## src/rtl/core/htac_pkg.sv

```systemverilog
`timescale 1ns / 1ps
// ----------------------------------------------------------------------------
// htac_pkg
// Shared types and constants of the hold-to-trigger alarm controller.
// ----------------------------------------------------------------------------
package htac_pkg;

  localparam int COUNT_BITS = 16;
  localparam int CFG_BITS   = 16;
  localparam int IDX_BITS   = 3;

  typedef enum logic [1:0] {
    MODE_IDLE       = 2'd0,
    MODE_HOLDING    = 2'd1,
    MODE_TRIGGERED  = 2'd2,
    MODE_CANCELLING = 2'd3
  } mode_t;

  localparam logic [IDX_BITS-1:0] CFG_HOLD_TICKS       = 3'd0;
  localparam logic [IDX_BITS-1:0] CFG_CANCEL_TICKS     = 3'd1;
  localparam logic [IDX_BITS-1:0] CFG_RELEASE_TICKS    = 3'd2;
  localparam logic [IDX_BITS-1:0] CFG_FAST_BLINK_TICKS = 3'd3;
  localparam logic [IDX_BITS-1:0] CFG_SLOW_BLINK_TICKS = 3'd4;

  localparam logic [CFG_BITS-1:0] HOLD_TICKS_RST       = 16'd5000;
  localparam logic [CFG_BITS-1:0] CANCEL_TICKS_RST     = 16'd2000;
  localparam logic [CFG_BITS-1:0] RELEASE_TICKS_RST    = 16'd150;
  localparam logic [CFG_BITS-1:0] FAST_BLINK_TICKS_RST = 16'd125;
  localparam logic [CFG_BITS-1:0] SLOW_BLINK_TICKS_RST = 16'd250;

  typedef struct packed {
    logic button_held;
    logic link_up;
    logic remote_trigger;
    logic link_dropped;
  } in_item_t;

  typedef struct packed {
    logic       lamp_on;
    logic [1:0] mode_now;
    logic       send_alarm;
    logic       send_cancel;
    logic       stop_audio;
    logic       alarm_refused;
  } out_item_t;

  typedef struct packed {
    logic [CFG_BITS-1:0] hold_ticks;
    logic [CFG_BITS-1:0] cancel_ticks;
    logic [CFG_BITS-1:0] release_ticks;
    logic [CFG_BITS-1:0] fast_blink_ticks;
    logic [CFG_BITS-1:0] slow_blink_ticks;
  } cfg_t;

  typedef struct packed {
    mode_t                 mode;
    logic [COUNT_BITS-1:0] hold_count;
    logic [COUNT_BITS-1:0] release_count;
    logic [COUNT_BITS-1:0] blink_count;
    logic                  blink_phase;
    logic                  lamp_level;
  } ctl_state_t;

endpackage

```

## src/rtl/core/htac_step.sv

```systemverilog
`timescale 1ns / 1ps
// ----------------------------------------------------------------------------
// htac_step
// One millisecond tick of the controller: counter advance, link drop,
// remote trigger and the button step of the current mode.
// ----------------------------------------------------------------------------
module htac_step (
  input  htac_pkg::ctl_state_t state,
  input  htac_pkg::cfg_t       cfg,
  input  htac_pkg::in_item_t   item,
  output htac_pkg::ctl_state_t state_next,
  output htac_pkg::out_item_t  result
);

  localparam logic [htac_pkg::COUNT_BITS-1:0] COUNT_MAX = '1;

  htac_pkg::ctl_state_t s;
  htac_pkg::out_item_t  r;
  logic                 rel_done;

  always_comb begin
    s = state;
    r = '0;

    // advance all counters, saturating
    if (s.hold_count != COUNT_MAX) begin
      s.hold_count = s.hold_count + 1'b1;
    end
    if (s.release_count != COUNT_MAX) begin
      s.release_count = s.release_count + 1'b1;
    end
    if (s.blink_count != COUNT_MAX) begin
      s.blink_count = s.blink_count + 1'b1;
    end
    if (item.button_held) begin
      s.release_count = '0;
    end

    // a drop aborts a first hold
    if (item.link_dropped && s.mode == htac_pkg::MODE_HOLDING) begin
      s.mode       = htac_pkg::MODE_IDLE;
      s.lamp_level = 1'b0;
    end
    if (item.remote_trigger) begin
      r.stop_audio  = 1'b1;
      s.mode        = htac_pkg::MODE_TRIGGERED;
      s.blink_phase = 1'b0;
      s.blink_count = '0;
    end

    rel_done = !item.button_held &&
               (32'(s.release_count) >= 32'(cfg.release_ticks));

    case (s.mode)
      htac_pkg::MODE_IDLE: begin
        if (item.button_held) begin
          s.mode          = htac_pkg::MODE_HOLDING;
          s.hold_count    = '0;
          s.release_count = '0;
          s.lamp_level    = 1'b1;
        end else begin
          s.lamp_level = 1'b0;
        end
      end
      htac_pkg::MODE_HOLDING: begin
        if (rel_done) begin
          s.mode       = htac_pkg::MODE_IDLE;
          s.lamp_level = 1'b0;
        end else if (32'(s.hold_count) >= 32'(cfg.hold_ticks)) begin
          if (!item.link_up) begin
            s.mode          = htac_pkg::MODE_IDLE;
            s.lamp_level    = 1'b0;
            r.alarm_refused = 1'b1;
          end else begin
            r.send_alarm  = 1'b1;
            r.stop_audio  = 1'b1;
            s.mode        = htac_pkg::MODE_TRIGGERED;
            s.blink_phase = 1'b0;
            s.blink_count = '0;
          end
        end
      end
      htac_pkg::MODE_TRIGGERED: begin
        if (32'(s.blink_count) >= 32'(cfg.fast_blink_ticks)) begin
          s.blink_count = '0;
          s.blink_phase = !s.blink_phase;
          s.lamp_level  = s.blink_phase;
        end
        if (item.button_held) begin
          s.mode          = htac_pkg::MODE_CANCELLING;
          s.hold_count    = '0;
          s.release_count = '0;
        end
      end
      default: begin
        if (rel_done) begin
          s.mode        = htac_pkg::MODE_TRIGGERED;
          s.blink_count = '0;
        end else begin
          if (32'(s.blink_count) >= 32'(cfg.slow_blink_ticks)) begin
            s.blink_count = '0;
            s.blink_phase = !s.blink_phase;
            s.lamp_level  = s.blink_phase;
          end
          if (32'(s.hold_count) >= 32'(cfg.cancel_ticks)) begin
            s.mode        = htac_pkg::MODE_IDLE;
            s.lamp_level  = 1'b0;
            r.stop_audio  = 1'b1;
            r.send_cancel = item.link_up;
          end
        end
      end
    endcase

    r.lamp_on  = s.lamp_level;
    r.mode_now = s.mode;
  end

  assign state_next = s;
  assign result     = r;

endmodule

```

## src/rtl/core/hold_to_trigger_alarm_controller_top.sv

```systemverilog
`timescale 1ns / 1ps
// ----------------------------------------------------------------------------
// hold_to_trigger_alarm_controller_top
// A tick transaction passes through the input register, then the result register.
// Throughput: one tick per cycle unless the output stalls; the state loop is one pass of htac_step.
// Input stalls only while the input register is full and the result is held.
// Synchronous reset clears the state, both stages and loads register defaults.
// ----------------------------------------------------------------------------
module hold_to_trigger_alarm_controller_top (
  input  logic                              clk,
  input  logic                              rst,
  input  logic                              in_valid,
  output logic                              in_stall,
  input  htac_pkg::in_item_t                in_data,
  output logic                              out_valid,
  input  logic                              out_stall,
  output htac_pkg::out_item_t               out_data,
  input  logic                              cfg_we,
  input  logic [htac_pkg::IDX_BITS-1:0]     cfg_index,
  input  logic [htac_pkg::CFG_BITS-1:0]     cfg_data
);

  htac_pkg::cfg_t       cfg;
  htac_pkg::ctl_state_t state;
  htac_pkg::ctl_state_t state_next;
  htac_pkg::in_item_t   s1_data;
  logic                 s1_valid;
  htac_pkg::out_item_t  step_result;
  logic                 out_open;
  logic                 advance;

  assign out_open = !out_valid || !out_stall;
  assign advance  = s1_valid && out_open;
  assign in_stall = s1_valid && !out_open;

  always_ff @(posedge clk) begin
    if (rst) begin
      cfg.hold_ticks       <= htac_pkg::HOLD_TICKS_RST;
      cfg.cancel_ticks     <= htac_pkg::CANCEL_TICKS_RST;
      cfg.release_ticks    <= htac_pkg::RELEASE_TICKS_RST;
      cfg.fast_blink_ticks <= htac_pkg::FAST_BLINK_TICKS_RST;
      cfg.slow_blink_ticks <= htac_pkg::SLOW_BLINK_TICKS_RST;
    end else if (cfg_we) begin
      case (cfg_index)
        htac_pkg::CFG_HOLD_TICKS:       cfg.hold_ticks       <= cfg_data;
        htac_pkg::CFG_CANCEL_TICKS:     cfg.cancel_ticks     <= cfg_data;
        htac_pkg::CFG_RELEASE_TICKS:    cfg.release_ticks    <= cfg_data;
        htac_pkg::CFG_FAST_BLINK_TICKS: cfg.fast_blink_ticks <= cfg_data;
        htac_pkg::CFG_SLOW_BLINK_TICKS: cfg.slow_blink_ticks <= cfg_data;
        default: ;
      endcase
    end
  end

  htac_step u_step (
    .state      (state),
    .cfg        (cfg),
    .item       (s1_data),
    .state_next (state_next),
    .result     (step_result)
  );

  // input register
  always_ff @(posedge clk) begin
    if (rst) begin
      s1_valid <= 1'b0;
    end else if (!in_stall) begin
      s1_valid <= in_valid;
    end
  end

  always_ff @(posedge clk) begin
    if (in_valid && !in_stall) begin
      s1_data <= in_data;
    end
  end

  // state advances only when the tick moves into the result register
  always_ff @(posedge clk) begin
    if (rst) begin
      state.mode          <= htac_pkg::MODE_IDLE;
      state.hold_count    <= '0;
      state.release_count <= '0;
      state.blink_count   <= '0;
      state.blink_phase   <= 1'b0;
      state.lamp_level    <= 1'b0;
    end else if (advance) begin
      state <= state_next;
    end
  end

  always_ff @(posedge clk) begin
    if (rst) begin
      out_valid <= 1'b0;
    end else if (out_open) begin
      out_valid <= s1_valid;
    end
  end

  always_ff @(posedge clk) begin
    if (advance) begin
      out_data <= step_result;
    end
  end

endmodule

```

## config.mk

```make
export PLATFORM = sky130hd
export DESIGN_NAME = hold_to_trigger_alarm_controller_top
export DESIGN_NICKNAME = d
export VERILOG_FILES = /design/src/rtl/core/htac_pkg.sv /design/src/rtl/core/htac_step.sv /design/src/rtl/core/hold_to_trigger_alarm_controller_top.sv
export SDC_FILE = /design/constraint.sdc
export NUM_CORES = 1
export LEC_CHECK = 0
export ABC_AREA = 0
export ABC_CLOCK_PERIOD_IN_PS = 4700
export BUFFER_PORTS_ARGS = -buffer_cell sky130_fd_sc_hd__buf_2
export CORE_UTILIZATION = 63
export DETAILED_ROUTE_END_ITERATION = 8
export PLACE_DENSITY = 0.93
export SYNTH_ARGS = -nofsm -noshare
export SYNTH_HDL_FRONTEND = slang
export SYNTH_HIERARCHICAL = 1
export SYNTH_SLANG_ARGS = --single-unit
```

## constraint.sdc

```tcl
create_clock -name clk -period 4.7 [get_ports clk]
set_clock_uncertainty 0.05 [all_clocks]
set_input_delay 0 -clock clk [delete_from_list [all_inputs] [get_ports clk]]
set_output_delay 0 -clock clk [all_outputs]
set_load 0.01 [all_outputs]
```

==> results of run 1 <==
==> cell families after synthesis <==
| group | count (synthesis) |
|---|---|
| and+or+nand+nor | 446 |
| buffers and inverters | 151 |
| DFF | 145 |
| muxes | 139 |
| AOI/OAI and AO/OA | 102 |
| adders and majority gates | 83 |
| xor gates and xnor gates | 35 |
==> state kept, by name, summed over array words and instances (netlist names) <==
signal	count
out_valid	1
s1_data	4
state	52
s1_valid	1
cfg	80
out_data	7
==> tightest hold or removal path, cell delays in order <==
cell and delay, ps:
buf_2 70, nand2b_1 210, mux2i_1 190
==> per-layer routing <==
| layer | vias to the layer above | global-route usage, % | wire (microns) |
|---|---|---|---|
| li1 | 3797 | - | - |
| met1 | 3876 | 36.3 | 10000 |
| met2 | 356 | 55.5 | 12100 |
| met3 | 86 | 6.72 | 1570 |
| met4 | 0 | 15.9 | 966 |
| met5 | - | 0 | 0 |
==> stage by stage <==
| stage | TNS [ps] | worst slack (ps) | hold slack (ps) | area [sq um] |
|---|---|---|---|---|
| 5_1_grt | -5.36 | -5.36 | 42.9 | 10700 |
| 4_1_cts | 0 | 39.2 | 3.85 | 10600 |
| 3_5_place_dp | 0 | 166 | 129 | 9810 |
| 3_3_place_gp | 0 | 387 | 128 | 9810 |
| 6_report | 0 | 213 | 34.5 | 10700 |
| 2_1_floorplan | 0 | 607 | 48.9 | 9530 |
==> path summary, 6_finish.rpt <==
kind | from | endpoint | slack [ps]
worst max register to register | state[34] | state[9] | 210
worst max-delay path | state[34] | state[9] | 210
worst min register to register | cfg[68] | cfg[68] | 430
worst min-delay path | cfg_data[15] | cfg[15] | 30
==> power by group <==
| group | internal (mW) | switching (mW) | total [mW] | leakage (nW) |
|---|---|---|---|---|
| registers | 1.27 | 0.0237 | 1.29 | 1.19 |
| logic | 0.106 | 0.136 | 0.242 | 3.28 |
| clock network | 0.882 | 0.532 | 1.41 | 0.304 |
| total | 2.26 | 0.692 | 2.95 | 4.77 |
==> cells in the final DEF, fill, tap and decap left out, drive strengths merged, types with 3 or more instances in the layout <==
cell	Yosys	routed
a2111oi	3	3
a211oi	6	6
a21o	5	5
a21oi	40	40
a221oi	3	3
a311oi	4	4
a31oi	3	3
and3	13	13
and4	3	3
buf	24	51
clkbuf	29	24
clkinv	0	3
dfxtp	134	134
dlygate4sd3	0	20
edfxtp	11	11
ha	83	83
inv	98	99
mux2i	137	137
nand2	37	37
nand2b	183	183
nand3	21	21
nand4	17	17
nand4bb	3	3
nor2	106	106
nor2b	15	15
nor3	29	29
o21a	3	3
o21ai	22	22
or3	3	3
or4b	4	4
xnor2	11	11
xor2	24	24
==> repair_timing <==
action,CTS,global route
gates resized for setup,0,6
hold endpoints to repair,66,0
hold buffers,20,0
buffers inserted,0,2
endpoints found under the setup margin,0,24
==> final cells by class <==
cell class	instances	area share [%]
sequential	145	28.2
tap	184	2.16
multi-input combinational	805	55.6
timing repair buffer	71	4.76
clock buffer	24	4.90
inverter	98	3.45
clock inverter	7	0.891
==> flow_summary.ini, run 1 <==
[logic_synthesis]
synth_top_area_share_pct = 28.2
synthSimpleGateAreaFrac_pct = 26.2
netlist_instances = 1101
ys_ff_latch = 145
synth_area_leaders = dfxtp_1, mux2i_1, nand2b_1
synth_mux_area_share_pct = 14.6
synth_nets = 1212
synth.most_common_cell = nand2b_1
synth_area_per_cell_sq_um = 8.65
synth_edf_count = 11
synth_xor_area_share_pct = 3.22
synth_top_cell_by_area = dfxtp_1
synth_warnings = 6
yosys.cell_types.count = 63
synth_top_family_by_area = simple AND/OR/NAND/NOR gates
synthAdderAreaFrac_pct = 10.9
ys.flop_type = dfxtp_1
synth_common_cells = nand2b_1, mux2i_1, dfxtp_1
ys_seq_area_share_pct = 31.6
netlist_area_sq_um = 9530
synth-compound-area-share_pct = 6.97
async_flop_share_pct = 0

[clock_network]
cts_buffer_depth = 2
cts_tree = built
cts-root-buf = clkbuf_16
h-tree-depth = 4
cts_made_buffers = 17
insertion_delay_ps = 430
clock-sinks = 145
path_clk_slew_ps = 60

[layout]
instances_no_fill = 1334
layout-drive-gt1-share_pct = 9.22
fill_cells = 889
final_core_util_pct = 72.9
area_delta_synth_final_pct = 12.0
regArea_sq_um = 3010
nets = 1249
antennaDiodeCount = 0
multiInputGateArea_sq_um = 5930

[worst_setup_path]
worst-path-buf-inv = 3
crit_top_cell = nor3_2
critPathMaxStageDelay_ps = 560
critPathTopFamily = simple AND/OR/NAND/NOR gates
critPathLaunchType = register
end_kind = register
ff2ff_path_depth = 20
cp_num_cells = 20
worstPathRequired_ps = 4920
path_max_fanout = 16
path_cells = ha_2 > nand2_1 > nor3_2 > nor4b_4 > buf_4 > nand2b_2 > nor2_1 > xnor2_1 > inv_1 > ha_1 > a21oi_1 > a211oi_1 > a2111oi_1 > o21a_1 > or4b_4 > a221oi_4 > buf_12 > nor3_2 > nand2b_1 > mux2i_1
worstSetupPathType = register to register
cp_data_arrival_time_ps = 4710
critical-path-slowest-cell = or4b_4

[placement]
hpwl_microns = 15100
gp_congestion = 0.929
numPortBuffers = 36
dp_cells = 1281

[pwr]
power.static_leakage_nw = 4.77
finalPower_mw = 2.95
ir_drop_uv = 292
powerDensity_nw_per_um2 = 276

[sta]
slew_viol_final = 0
period_needed_ps = 4490
period_share_pct = 95.5
slew_headroom_pct = 18.4
setup_viol = 0
finalHoldViolations = 0
worst_pin_slew_ps = 1210
max_freq_mhz = 223

[min_path]
hold_depth = 3
hp-class = input pin to register

[routing]
ant_nets = 0
drcViolationCount = 0
wirelength_microns = 24700
dr.pass1.iters = 7
post_drt_via_cell_ratio = 6.08
drt_iter0_drc = 748
wl_per_cell_microns = 18.5
num_vias = 8115

[flow_run]
cap_violations = 0

[floorplan]
num_rows = 44
io-pin-count = 37
die_area_sq_um = 15600
dieWidth_microns = 125
core_sq_um = 14600
die_y_microns = 125
start_util_pct = 65.1

[global_route]
grt_pass1_wl_microns = 39400
antenna_found_initial = 0
grt_pass1_vias = 8190
grt.overflow.total = 0
grt.total_usage_pct = 31.6
grt_max_degree = 98

[run_status]
outcome = completed
Power figures use the tool's default switching activity.
==> run 2: changes to the inputs <==
Settings changed: CORE_UTILIZATION 63 to 62, CTS_CLUSTER_SIZE set to 28, PLACE_DENSITY 0.93 to 0.92, SYNTH_HIERARCHICAL 1 to not set.
==> flow_summary.ini, run 2 <==
[clock_network]
clock-sinks = 145
cts-root-buf = clkbuf_16
path_clk_slew_ps = 60
cts_made_buffers = 17
cts_buffer_depth = 2
cts_tree = built
h-tree-depth = 4
insertion_delay_ps = 440

[routing]
dr.pass1.iters = 6
drcViolationCount = 0
drt_iter0_drc = 939
num_vias = 8126
ant_nets = 0
wirelength_microns = 22700
post_drt_via_cell_ratio = 6.07
wl_per_cell_microns = 16.9

[floorplan]
die_y_microns = 120
num_rows = 42
start_util_pct = 64.2
core_sq_um = 13400
dieWidth_microns = 120
io-pin-count = 37
die_area_sq_um = 14400

[logic_synthesis]
synth_top_area_share_pct = 31.2
synth_common_cells = nand2_1, dfxtp_1, a21oi_1
ys_ff_latch = 145
netlist_instances = 1098
netlist_area_sq_um = 8610
synth_nets = 1213
synth.most_common_cell = nand2_1
yosys.cell_types.count = 66
synth_warnings = 0
synth_area_per_cell_sq_um = 7.84
ys_seq_area_share_pct = 35.0
ys.flop_type = dfxtp_1
synth_top_cell_by_area = dfxtp_1
async_flop_share_pct = 0
synth_area_leaders = dfxtp_1, ha_1, nand2_1
synth_edf_count = 11

[pwr]
power.static_leakage_nw = 4.15
ir_drop_uv = 257
powerDensity_nw_per_um2 = 287
finalPower_mw = 2.81

[layout]
largest_reg_flops = 80
multiInputGateArea_sq_um = 5090
final_common_cell = nand2_1
regMostFlops = cfg
antennaDiodeCount = 0
area_delta_synth_final_pct = 13.6
layout-drive-gt1-share_pct = 8.26
regArea_sq_um = 3010
reg.largest.list = cfg: 80 flops, state: 52 flops, out_data: 7 flops
fill_cells = 973
nets = 1265
final_cell_mix = nand2_1, dfxtp_1, a21oi_1

[worst_setup_path]
worstPathRequired_ps = 5020
cp_data_arrival_time_ps = 4750
worstSetupPathType = register to register
end_kind = register
critPathLaunchType = register
crit_top_cell = nor3_1
path_cells = nand4_1 > or3_1 > nor3_1 > nor3_1 > xnor2_1 > nor2_1 > ha_1 > nand2_1 > or4_1 > o32a_1 > a31oi_4 > o31ai_2 > a2111oi_4 > buf_4 > a32o_1
path_max_fanout = 16
reg2reg_slack_ps = 270
critPathMaxStageDelay_ps = 480
critical-path-slowest-cell = nor3_1

[sta]
slew_viol_final = 0
slew_headroom_pct = 47.9
worst_pin_slew_ps = 776
setup_viol = 0
setup_ws_ps = 272
max_freq_mhz = 226
period_share_pct = 94.2
finalHoldViolations = 0
period_needed_ps = 4430

[placement]
numPortBuffers = 36
hpwl_microns = 15500
preCtsSetupSlack_ps = 203
gp_congestion = 0.983

[global_route]
grt_pass1_vias = 7828
grt.overflow.total = 0
antenna_found_initial = 0
grt.total_usage_pct = 32.8
grt_max_degree = 74
grt_pass1_wl_microns = 36900

[min_path]
hp-class = input pin to register

[flow_run]
cap_violations = 0

[run_status]
outcome = completed
-- run 2: worst paths after layout --
kind,startpoint,to,cells past startpoint
max,state[21],state[2],15
min,cfg_index[1],cfg[59],5
max reg2reg,state[21],state[2],15
min reg2reg,cfg[70],cfg[70],2
-- run 2: worst max-delay path: cells and delay by family (launching register included) --
family,cells,cell delay (ps)
simple gates,7,1890
compound gates,5,1220
flops,1,440
fa+ha+maj,1,280
buf+inv,1,280
xor+xnor,1,200
-- run 2: per-layer routing --
layer  track usage, %  wire (microns)  up-vias
met3             7.51            1770       77
li1                 -               -     3921
met5                0               0        -
met2             55.9           11000      342
met4             17.7             984        0
met1             38.2            8940     3786
-- run 2: layout make-up --
class / instances / share of cell area (%)
Inverter: 92 / 3.53
Timing Repair Buffer: 76 / 5.63
Tap cell: 176 / 2.25
Clock inverter: 13 / 1.28
Clock buffer: 18 / 4.39
Multi-Input combinational cell: 818 / 52.1
Sequential cell: 145 / 30.8
-- run 2: kinds of logic after synthesis --
| logic type | after synthesis | synth area share (%) |
|---|---|---|
| adder cells (fa/ha/maj) | 87 | 12.6 |
| multiplexers | 4 | 0.494 |
| AND/OR/NAND/NOR | 442 | 23.4 |
| XOR/XNOR | 29 | 2.95 |
| AO/OA/AOI/OAI | 256 | 19.5 |
| flip-flops | 145 | 35.0 |
| buffers and inverters | 135 | 5.98 |
-- run 2: through the flow --
step / cells / cell area, sq um / hold WS (ps) / setup TNS (ps) / utilization (%)
after floorplan: 1098 / 8610 / 48.9 / 0 / -
after global placement: 1278 / 8920 / 127 / 0 / 66.6
after detailed placement: 1278 / 8920 / 129 / 0 / 66.6
after CTS: 1336 / 9750 / 104 / 0 / 72.8
after global routing: 1338 / 9780 / 121 / -9.50 / 73.0
final: 1338 / 9780 / 114 / 0 / 73.0
-- run 2: what timing repair did --
item                       in CTS  in global routing
hold endpoints to repair      107                  0
buffers inserted                0                  2
hold buffers                   27                  0
resized for setup               0                  3
setup endpoints to repair       0                 19
-- run 2: power breakdown --
group / internal, mW / leakage [nW] / switching [mW]
sequential: 1.27 / 1.19 / 0.0165
clock: 0.732 / 0.265 / 0.559
combinational: 0.0823 / 2.70 / 0.145
total: 2.09 / 4.15 / 0.720
==> run 3: changes to the inputs <==
Settings changed: ABC_AREA 0 to 1, CORE_UTILIZATION 62 to 63, PLACE_DENSITY 0.92 to 0.93.
==> flow_summary.ini, run 3 <==
[run_status]
outcome = completed

[sta]
finalHoldViolations = 0
rsz0062_at_grt = false
setup_ws_ps = 871
setup_viol = 0
period_share_pct = 81.5
timing.hold.ws_ps = 54.9
period_needed_ps = 3830
worst_pin_slew_ps = 938
max_freq_mhz = 261
slew_headroom_pct = 37.3
finalSetupTns_ps = 0
slew_viol_final = 0

[worst_setup_path]
critPathLaunchType = register
end_kind = register
path_max_fanout = 16
cp_data_arrival_time_ps = 4140
critical-path-slowest-cell = o21ai_2
critPathTopFamily = simple AND/OR/NAND/NOR gates
worstSetupPathType = register to register
critPathMaxStageDelay_ps = 640
worstPathRequired_ps = 5010
cp_num_cells = 20
worst-path-buf-inv = 3
crit_top_cell = nand2_1
path_cells = ha_1 > nand2_1 > inv_1 > nand2_2 > nor2_4 > nand3_2 > nor2_2 > o21ai_0 > nand3_1 > inv_1 > ha_1 > nand2_1 > inv_1 > nor3_1 > nand2_1 > nand2_1 > nand3_1 > o21ai_2 > nand3_1 > a21oi_1
ff2ff_path_depth = 20

[routing]
wirelength_microns = 23500
drcViolationCount = 0
dr.pass1.iters = 6
wl_per_cell_microns = 15.7
ant_nets = 0
drt_iter0_drc = 941
num_vias = 8655
post_drt_via_cell_ratio = 5.80

[logic_synthesis]
ys_seq_area_share_pct = 33.9
synth_common_cells = nand2_1, inv_1, a21oi_1
synth_edf_count = 11
synth_area_per_cell_sq_um = 7.05
ys_ff_latch = 145
synth_warnings = 0
synth_area_leaders = dfxtp_1, ha_1, nand2_1
synth.most_common_cell = nand2_1
netlist_instances = 1262
synth_top_area_share_pct = 30.1
synth_top_cell_by_area = dfxtp_1
yosys.cell_types.count = 42
ys.flop_type = dfxtp_1
synth_nets = 1377
netlist_area_sq_um = 8900
async_flop_share_pct = 0

[layout]
antennaDiodeCount = 0
final_common_cell = nand2_1
final_cell_mix = nand2_1, inv_1, a21oi_1
largest_reg_flops = 80
fill_cells = 988
final_core_util_pct = 72.0
reg.largest.list = cfg: 80 flops, state: 52 flops, out_data: 7 flops
area_delta_synth_final_pct = 11.9
layout-drive-gt1-share_pct = 9.44
nets = 1418
final_cell_area_sq_um = 9950
regMostFlops = cfg
instances_no_fill = 1493

[floorplan]
die_y_microns = 121
core_sq_um = 13800
io-pin-count = 37
start_util_pct = 64.4
die_area_sq_um = 14600
dieWidth_microns = 121
num_rows = 43

[pwr]
powerDensity_nw_per_um2 = 291
power.static_leakage_nw = 4.62
internal-power_mw = 2.16
power_frac_comb_pct = 9.7
switching_power_mw = 0.740
sw_frac_of_total_pct = 25.5
finalPower_mw = 2.90
ir_drop_uv = 300
seqPwrFrac_pct = 44.9
p_clk_share_pct = 45.4

[global_route]
grt_pass1_wl_microns = 38700
grt.total_usage_pct = 33.7
grt.overflow.total = 0
antenna_found_initial = 0
grt_max_degree = 81
grt_pass1_vias = 8256

[clock_network]
cts_tree = built
ctsResizeCount = 0
cts_buffer_depth = 2
cts-root-buf = clkbuf_16
insertion_delay_ps = 440
clock-sinks = 145
path_clk_slew_ps = 60
cts_made_buffers = 17
h-tree-depth = 4

[placement]
preCtsSetupSlack_ps = 1040
numPortBuffers = 36
dp_cells = 1441
gp_congestion = 0.885
place_area_sq_um = 9170
hpwl_microns = 15800

[min_path]
hp-class = input pin to register
hold_depth = 4

[flow_run]
cap_violations = 0
[run 3: changes by cell type in the layout (fill, tap and decap cells not counted), moves of 23 or more]
cell	delta
inv_1	+103
nand2_1	+57
o21ai_0	+58
a21oi_1	+42
a22o_1	-23
nand3_1	+42
[run 3: repair_timing]
item	CTS	global route
hold buffers	23	0
hold endpoints to repair	87	0
buffers inserted	0	0
[run 3: path summary, 6_finish.rpt]
path | start | to | slack (ps)
hold reg to reg | cfg[50] | cfg[50] | 410
setup / recovery | state[2] | state[3] | 870
setup reg to reg | state[2] | state[3] | 870
hold / removal | cfg_index[1] | cfg[36] | 50
[run 3: cell families after synthesis]
kind of cell             share of synthesized area [%]
AO/OA/AOI/OAI                                     17.6
XOR/XNOR                                          1.97
adder cells (fa/ha/maj)                           12.2
buffers and inverters                             10.7
flip-flops                                        33.9
AND/OR/NAND/NOR                                   23.6
[run 3: power groups by stage]
stage               clock [mW]  sequential [mW]  combinational [mW]
detailed placement           0             1.33               0.254
floorplan                    0             1.32               0.177
global route              1.37             1.30               0.310
global placement             0             1.32               0.243
finish                    1.32             1.30               0.282
CTS                       1.31             1.30               0.273
[run 3: tightest hold or removal path, cell delays in order]
cell	delay, ps
buf_2	130
inv_1	80
nor3_2	120
o211ai_1	170
[run 3: area by class of cell]
| type | instances | area, sq um | area share, % |
|---|---|---|---|
| multi-input cells | 867 | 4930 | 49.6 |
| flip-flops and latches | 145 | 3010 | 30.3 |
| inverters | 209 | 785 | 7.88 |
| clock buffers | 19 | 443 | 4.45 |
| repair buffers | 63 | 440 | 4.42 |
| well taps | 180 | 225 | 2.26 |
| clock inverters | 10 | 114 | 1.14 |
[run 3: layer usage]
layer	part of all wire, %	GRT usage (%)	wire, microns
met1	41	41.0	9560
met2	48	56.4	11200
met3	8.4	7.45	1980
met4	3.1	15.9	736
met5	0	0	0
